$ cat src/rtl/perfect_power_detector_defines.svh
// Assertion macros shared by the perfect power detector RTL.
`ifndef PERFECT_POWER_DETECTOR_DEFINES_SVH
`define PERFECT_POWER_DETECTOR_DEFINES_SVH

// Same-cycle implication, checked outside reset
`define PPD_ASSERT_IMP(lbl, clk, rst_n, ante, cons, msg) \
    lbl: assert property (@(posedge clk) disable iff (!rst_n) (ante) |-> (cons)) \
        else $error(msg);

// Next-cycle implication, checked outside reset
`define PPD_ASSERT_NXT(lbl, clk, rst_n, ante, cons, msg) \
    lbl: assert property (@(posedge clk) disable iff (!rst_n) (ante) |=> (cons)) \
        else $error(msg);

`endif

$ cat src/rtl/ppd_pkg.sv
// Package for the perfect power detector: defaults and sequencer states.
`default_nettype none

package ppd_pkg;

    // Default operand width
    localparam int DEF_VALUE_WIDTH = 64;

    // Sequencer states
    typedef enum logic [2:0] {
        ST_IDLE,
        ST_CAND,
        ST_MUL_LO,
        ST_MUL_HI,
        ST_ACC,
        ST_CHK,
        ST_DONE
    } ppd_state_t;

endpackage

`default_nettype wire

$ cat src/rtl/ppd_mul.sv
// Shared half-width multiplier with registered product.
`default_nettype none

module ppd_mul #(
    parameter int OPW = (ppd_pkg::DEF_VALUE_WIDTH + 1) / 2
) (
    input  wire logic               clk,
    input  wire logic [OPW-1:0]     a,
    input  wire logic [OPW-1:0]     b,
    output logic      [2*OPW-1:0]   p_reg
);

    logic [2*OPW-1:0] p_next;

    // One partial product per cycle
    assign p_next = (2*OPW)'(a) * (2*OPW)'(b);

    always_ff @(posedge clk)
    begin
        p_reg <= p_next;
    end

endmodule

`default_nettype wire

$ cat src/rtl/perfect_power_detector.sv
// Top level of the perfect power detector: sequencer and datapath.
`default_nettype none

`include "perfect_power_detector_defines.svh"

// Tests whether value equals b^e for integers b and e >= 2. An item is taken
// when start is high and busy is low. Busy then stays high through the cycle
// in which the single result appears on is_power with done high for exactly
// one cycle, and the result cannot be held off. Values 0 and 1 answer 0 in the
// cycle right after the item is taken.
// Otherwise the block walks exponents 2..VALUE_WIDTH and finds each root one
// bit at a time, MSB first, over ceil(VALUE_WIDTH/2) candidate bits. Each
// candidate takes a setup step, then per multiplication a low-half, high-half,
// accumulate and compare step, and its powering stops at the first product
// above the value; a match ends the item at once. The one half-width
// multiplier is reused for every partial product.
module perfect_power_detector #(
    parameter int VALUE_WIDTH = ppd_pkg::DEF_VALUE_WIDTH
) (
    input  wire logic                   clk,
    input  wire logic                   rst_n,
    input  wire logic                   start,
    input  wire logic [VALUE_WIDTH-1:0] value,
    output logic                        busy,
    output logic                        done,
    output logic                        is_power
);

    localparam int BW  = (VALUE_WIDTH + 1) / 2;     // root width
    localparam int PW  = VALUE_WIDTH + BW;          // full product width
    localparam int EW  = $clog2(VALUE_WIDTH + 1);   // exponent counter width
    localparam int BIW = $clog2(BW);                // root bit index width

    ppd_pkg::ppd_state_t state_reg, state_next;

    logic [EW-1:0]          e_reg, e_next;
    logic [EW-1:0]          cnt_reg, cnt_next;
    logic [BIW-1:0]         bit_reg, bit_next;
    logic                   found_reg, found_next;
    logic [VALUE_WIDTH-1:0] m_reg, m_next;
    logic [VALUE_WIDTH-1:0] prod_reg, prod_next;
    logic [BW-1:0]          root_reg, root_next;
    logic [BW-1:0]          cand_reg, cand_next;
    logic [2*BW-1:0]        plo_reg, plo_next;
    logic [PW-1:0]          sum_reg, sum_next;

    logic [BW-1:0]          mul_a;
    logic [2*BW-1:0]        mul_p;

    logic over, last_mul, hit, advance, end_search, small_in;

    // Shared multiplier: low half of the running product, then the high half
    assign mul_a = (state_reg == ppd_pkg::ST_MUL_HI) ?
                   BW'(prod_reg[VALUE_WIDTH-1:BW]) : prod_reg[BW-1:0];

    ppd_mul #(
        .OPW (BW)
    ) u_mul (
        .clk   (clk),
        .a     (mul_a),
        .b     (cand_reg),
        .p_reg (mul_p)
    );

    // Compare results of the current multiplication step
    assign small_in   = value < VALUE_WIDTH'(2);
    assign over       = sum_reg > PW'(m_reg);
    assign last_mul   = (cnt_reg + EW'(1)) == e_reg;
    assign hit        = !over && last_mul && (sum_reg == PW'(m_reg));
    assign advance    = over || (last_mul && !hit);
    assign end_search = advance && (bit_reg == '0) && (e_reg == EW'(VALUE_WIDTH));

    // Next state
    always_comb
    begin
        state_next = state_reg;
        case (state_reg)
            ppd_pkg::ST_IDLE:
            begin
                if (start)
                    state_next = small_in ? ppd_pkg::ST_DONE : ppd_pkg::ST_CAND;
            end
            ppd_pkg::ST_CAND:   state_next = ppd_pkg::ST_MUL_LO;
            ppd_pkg::ST_MUL_LO: state_next = ppd_pkg::ST_MUL_HI;
            ppd_pkg::ST_MUL_HI: state_next = ppd_pkg::ST_ACC;
            ppd_pkg::ST_ACC:    state_next = ppd_pkg::ST_CHK;
            ppd_pkg::ST_CHK:
            begin
                if (hit || end_search)
                    state_next = ppd_pkg::ST_DONE;
                else if (advance)
                    state_next = ppd_pkg::ST_CAND;
                else
                    state_next = ppd_pkg::ST_MUL_LO;
            end
            ppd_pkg::ST_DONE:   state_next = ppd_pkg::ST_IDLE;
            default:            state_next = ppd_pkg::ST_IDLE;
        endcase
    end

    // Datapath next values
    always_comb
    begin
        e_next     = e_reg;
        cnt_next   = cnt_reg;
        bit_next   = bit_reg;
        found_next = found_reg;
        m_next     = m_reg;
        prod_next  = prod_reg;
        root_next  = root_reg;
        cand_next  = cand_reg;
        plo_next   = plo_reg;
        sum_next   = sum_reg;
        case (state_reg)
            ppd_pkg::ST_IDLE:
            begin
                if (start)
                begin
                    m_next     = value;
                    e_next     = EW'(2);
                    bit_next   = BIW'(BW - 1);
                    root_next  = '0;
                    found_next = 1'b0;
                end
            end
            ppd_pkg::ST_CAND:
            begin
                cand_next = root_reg | (BW'(1) << bit_reg);
                prod_next = VALUE_WIDTH'(1);
                cnt_next  = '0;
            end
            ppd_pkg::ST_MUL_HI:
            begin
                plo_next = mul_p;
            end
            ppd_pkg::ST_ACC:
            begin
                sum_next = PW'({mul_p, {BW{1'b0}}}) + PW'(plo_reg);
            end
            ppd_pkg::ST_CHK:
            begin
                if (!over)
                begin
                    prod_next = sum_reg[VALUE_WIDTH-1:0];
                    cnt_next  = cnt_reg + EW'(1);
                end
                if (hit)
                    found_next = 1'b1;
                if (advance && !end_search)
                begin
                    if (!over)
                        root_next = cand_reg;
                    if (bit_reg == '0)
                    begin
                        e_next    = e_reg + EW'(1);
                        bit_next  = BIW'(BW - 1);
                        root_next = '0;
                    end
                    else
                    begin
                        bit_next = bit_reg - BIW'(1);
                    end
                end
            end
            default:
            begin
            end
        endcase
    end

    // Control registers
    always_ff @(posedge clk or negedge rst_n)
    begin
        if (!rst_n)
        begin
            state_reg <= ppd_pkg::ST_IDLE;
            e_reg     <= '0;
            cnt_reg   <= '0;
            bit_reg   <= '0;
            found_reg <= 1'b0;
        end
        else
        begin
            state_reg <= state_next;
            e_reg     <= e_next;
            cnt_reg   <= cnt_next;
            bit_reg   <= bit_next;
            found_reg <= found_next;
        end
    end

    // Payload registers
    always_ff @(posedge clk)
    begin
        m_reg    <= m_next;
        prod_reg <= prod_next;
        root_reg <= root_next;
        cand_reg <= cand_next;
        plo_reg  <= plo_next;
        sum_reg  <= sum_next;
    end

    // Outputs
    always_comb
    begin
        busy     = state_reg != ppd_pkg::ST_IDLE;
        done     = state_reg == ppd_pkg::ST_DONE;
        is_power = found_reg;
    end

    // Checks
    `PPD_ASSERT_NXT(a_accept_busy, clk, rst_n, start && !busy, busy, "item accepted but not busy")
    `PPD_ASSERT_NXT(a_done_idle, clk, rst_n, done, !busy && !done, "result not followed by idle")
    `PPD_ASSERT_IMP(a_small_false, clk, rst_n, done && is_power, m_reg >= VALUE_WIDTH'(2), "0 or 1 reported as power")

endmodule

`default_nettype wire

$ cat config.mk
export PLATFORM = sky130hd
export DESIGN_NAME = perfect_power_detector
export DESIGN_NICKNAME = d
export VERILOG_FILES = /design/src/rtl/ppd_pkg.sv /design/src/rtl/ppd_mul.sv /design/src/rtl/perfect_power_detector.sv
export VERILOG_INCLUDE_DIRS = /design/src /design/src/rtl
export SDC_FILE = /design/constraint.sdc
export NUM_CORES = 2
export LEC_CHECK = 0
export BUFFER_PORTS_ARGS = -buffer_cell sky130_fd_sc_hd__buf_2
export CAP_MARGIN = 20
export CORE_AREA = 2 2 299 301
export CTS_BUF_LIST = sky130_fd_sc_hd__clkbuf_8 sky130_fd_sc_hd__clkbuf_16
export DETAILED_ROUTE_END_ITERATION = 12
export DIE_AREA = 0 0 301 303
export PLACE_DENSITY = 0.74
export SYNTH_ARGS = -nofsm -noshare
export SYNTH_HDL_FRONTEND = slang
export SYNTH_HIERARCHICAL = 1
export SYNTH_SLANG_ARGS = --single-unit
$ cat constraint.sdc
create_clock -name clk -period 32.5 [get_ports clk]
set_clock_uncertainty 0.2 [all_clocks]
set_input_delay 6.5 -clock clk [delete_from_list [all_inputs] [get_ports clk]]
set_output_delay 6.5 -clock clk [all_outputs]
set_load 0.02 [all_outputs]
==> results_dict.tcl <==
set metrics [dict create \
    cts_buffer_depth 3 \
    grt_max_degree 68 \
    finalWirelength_mm 133 \
    initialDrtViolationCount 2888 \
    hp-class "register to register" \
    final_common_cell "inv_1" \
    hold_violations 0 \
    critPathKind "register to register" \
    grt_pass1_vias 38600 \
    min_period_ns 10.65 \
    start_util_pct 59.6 \
    dieHeight_um 303 \
    max_stage_delay_ns 0.70 \
    pin_count 70 \
    synth_area_leaders "fa_1 34%, edfxtp_1 20%, ha_1 8.8%" \
    syn_inst 5174 \
    post-route-period-util_pct 32.8 \
    insertion_delay_ns 0.59 \
    crit_fanout 57 \
    cts_buffers 44 \
    ys_seq_area_share_pct 23.7 \
    grt_pass1_wl_mm 215 \
    max_freq_mhz 93.9 \
    start_kind "register" \
    largest_register_ffs 96 \
    synth_area_um2 52400 \
    dpl.cell_count 6222 \
    synthArstFlopShare_pct 5.24 \
    syn_nets 6505 \
    yosys_warnings 6 \
    cts_setup_buffers 0 \
    finalInstanceArea_um2 55300 \
    grt.total_usage_pct 30.6 \
    layout-drive-gt1-share_pct 5.18 \
    netlist.area_leader.share_pct 34.2 \
    hpwl_mm 105 \
    end_kind "register" \
    drv_slew 0 \
    via_per_inst 5.77 \
    final_cell_mix "986 x inv_1, 897 x fa_1, 670 x and2_1, 631 x nand2_1, 367 x ha_1" \
    relSlewSlack_pct 27.6 \
    post_cts_resized 0 \
    htreeDepth 2 \
    tightest_slew_ns 1.08 \
    rsz0062_at_grt "no" \
    avgSynthCellArea_um2 10.1 \
    cts_tree "built" \
    place_congestion 0.931 \
    synth-seq-cells 439 \
    place_area_um2 53800 \
    tns_ns 0 \
    synth_flop_cell "edfxtp_1" \
    drtAntennaViolNets 0 \
    die_w_um 301 \
    hold_buffers 0 \
    dr_total_vias 36400 \
    final_util_pct 62.9 \
    fin_nets 6435 \
    dieArea_um2 91200 \
    layout.cells.non_filler 6305 \
    clk_pin_slew_worst_paths_ns 0.07 \
    required_ns 32.74 \
    outcome "finished clean" \
    grt_antenna_before_repair 4 \
    synth_edf_count 352 \
    clk_root_buffer_cell "clkbuf_16" \
    critPathArrivalTime_ns 10.89 \
    critPathMostFrequentCell "fa_1" \
    clock_sinks 439 \
    portBuffers 69 \
    synth_top_area_cell "fa_1" \
    yosysUniqueCellTypes 93 \
    setup_viol 0 \
    remaining_drc_errors 0 \
    rows 109 \
    cpMaxStageDelayCell "buf_4" \
    area_growth_syn_to_layout_pct 5.43 \
    coreArea_um2 88000 \
    dr.pass1.iters 6 \
    globalRouteOverflowTotal 0 \
    max_cap_violations 0 \
    wl_per_cell_um 21.1 \
]
[path summary, 6_finish.rpt]
kind	end	cells past startpoint	slack, ns	startpoint
min in group asynchronous	e_reg[2]$_DFFE_PN0P_	1	5.69	rst_n
max in group asynchronous	e_reg[0]$_DFFE_PN0P_	1	26.04	rst_n
hold / removal	sum_reg[29]$_DFFE_PP_	0	0.21	plo_reg[29]$_DFFE_PP_
setup reg to reg	u_mul/p_reg[63]$_DFF_P_	31	21.85	state_reg[1]$_DFFE_PN0N_
setup / recovery	u_mul/p_reg[63]$_DFF_P_	31	21.85	state_reg[1]$_DFFE_PN0N_
hold reg to reg	sum_reg[29]$_DFFE_PP_	0	0.21	plo_reg[29]$_DFFE_PP_
[metrics by stage]
step / hold WS, ns / setup WS (ns)
after floorplan: 0.200 / 21.22
after global placement: 0.200 / 22.21
after detailed placement: 0.205 / 21.87
after CTS: 0.202 / 21.76
after global routing: 0.213 / 21.31
final: 0.214 / 21.85
[final cells by class]
cell class | instances | area [um2]
flip-flops and latches | 439 | 12400
repair buffers | 143 | 921
fillers | 7002 | 32700
multi-input cells | 3500 | 35400
diodes | 3 | 7.51
inverters | 976 | 3660
clock buffers | 51 | 1200
well taps | 1165 | 1460
clock inverters | 28 | 234
[cell families after synthesis]
family | Yosys count | synth area share, %
AO/OA/AOI/OAI | 453 | 5.81
flip-flops | 439 | 23.7
XOR/XNOR | 128 | 2.14
multiplexers | 6 | 0.119
adder cells (fa/ha/maj) | 1264 | 43.0
buffers and inverters | 1235 | 8.89
AND/OR/NAND/NOR | 1649 | 16.4
[metal layers]
layer | part of all wire [%] | routed length (um) | vias up | global-route usage (%)
met3 | 7.7 | 10200 | 279 | 5.23
met1 | 41 | 54600 | 18800 | 42.2
met4 | 3.5 | 4720 | 2 | 10.0
met5 | 0.0098 | 13 | - | 0
li1 | - | - | 15900 | -
met2 | 48 | 63500 | 1421 | 49.6
[worst max-delay path, delay by kind of cell, from the launching register on]
kind,cells,cell delay (ns)
AND/OR/NAND/NOR,10,2.52
flip-flops,1,0.56
buffers and inverters,8,1.98
adder cells (fa/ha/maj),9,4.32
AO/OA/AOI/OAI,4,0.83
[Yosys cell counts, drive strengths merged, types with 32 or more instances]
library cell and instances:
a21oi 140, inv 974, nand3 36, clkbuf 247, ha 367, xor2 50
and3 48, nor2 78, dfxtp 64, fa 897, nor3 33, nand4 51
a21o 69, and2 672, edfxtp 352, nor4 32, o21ai 80, nand2 634
xnor2 78
Power is left out: the tool's default activity adds up to more than one toggle a clock period on the data nets, which glitch-free logic cannot reach.
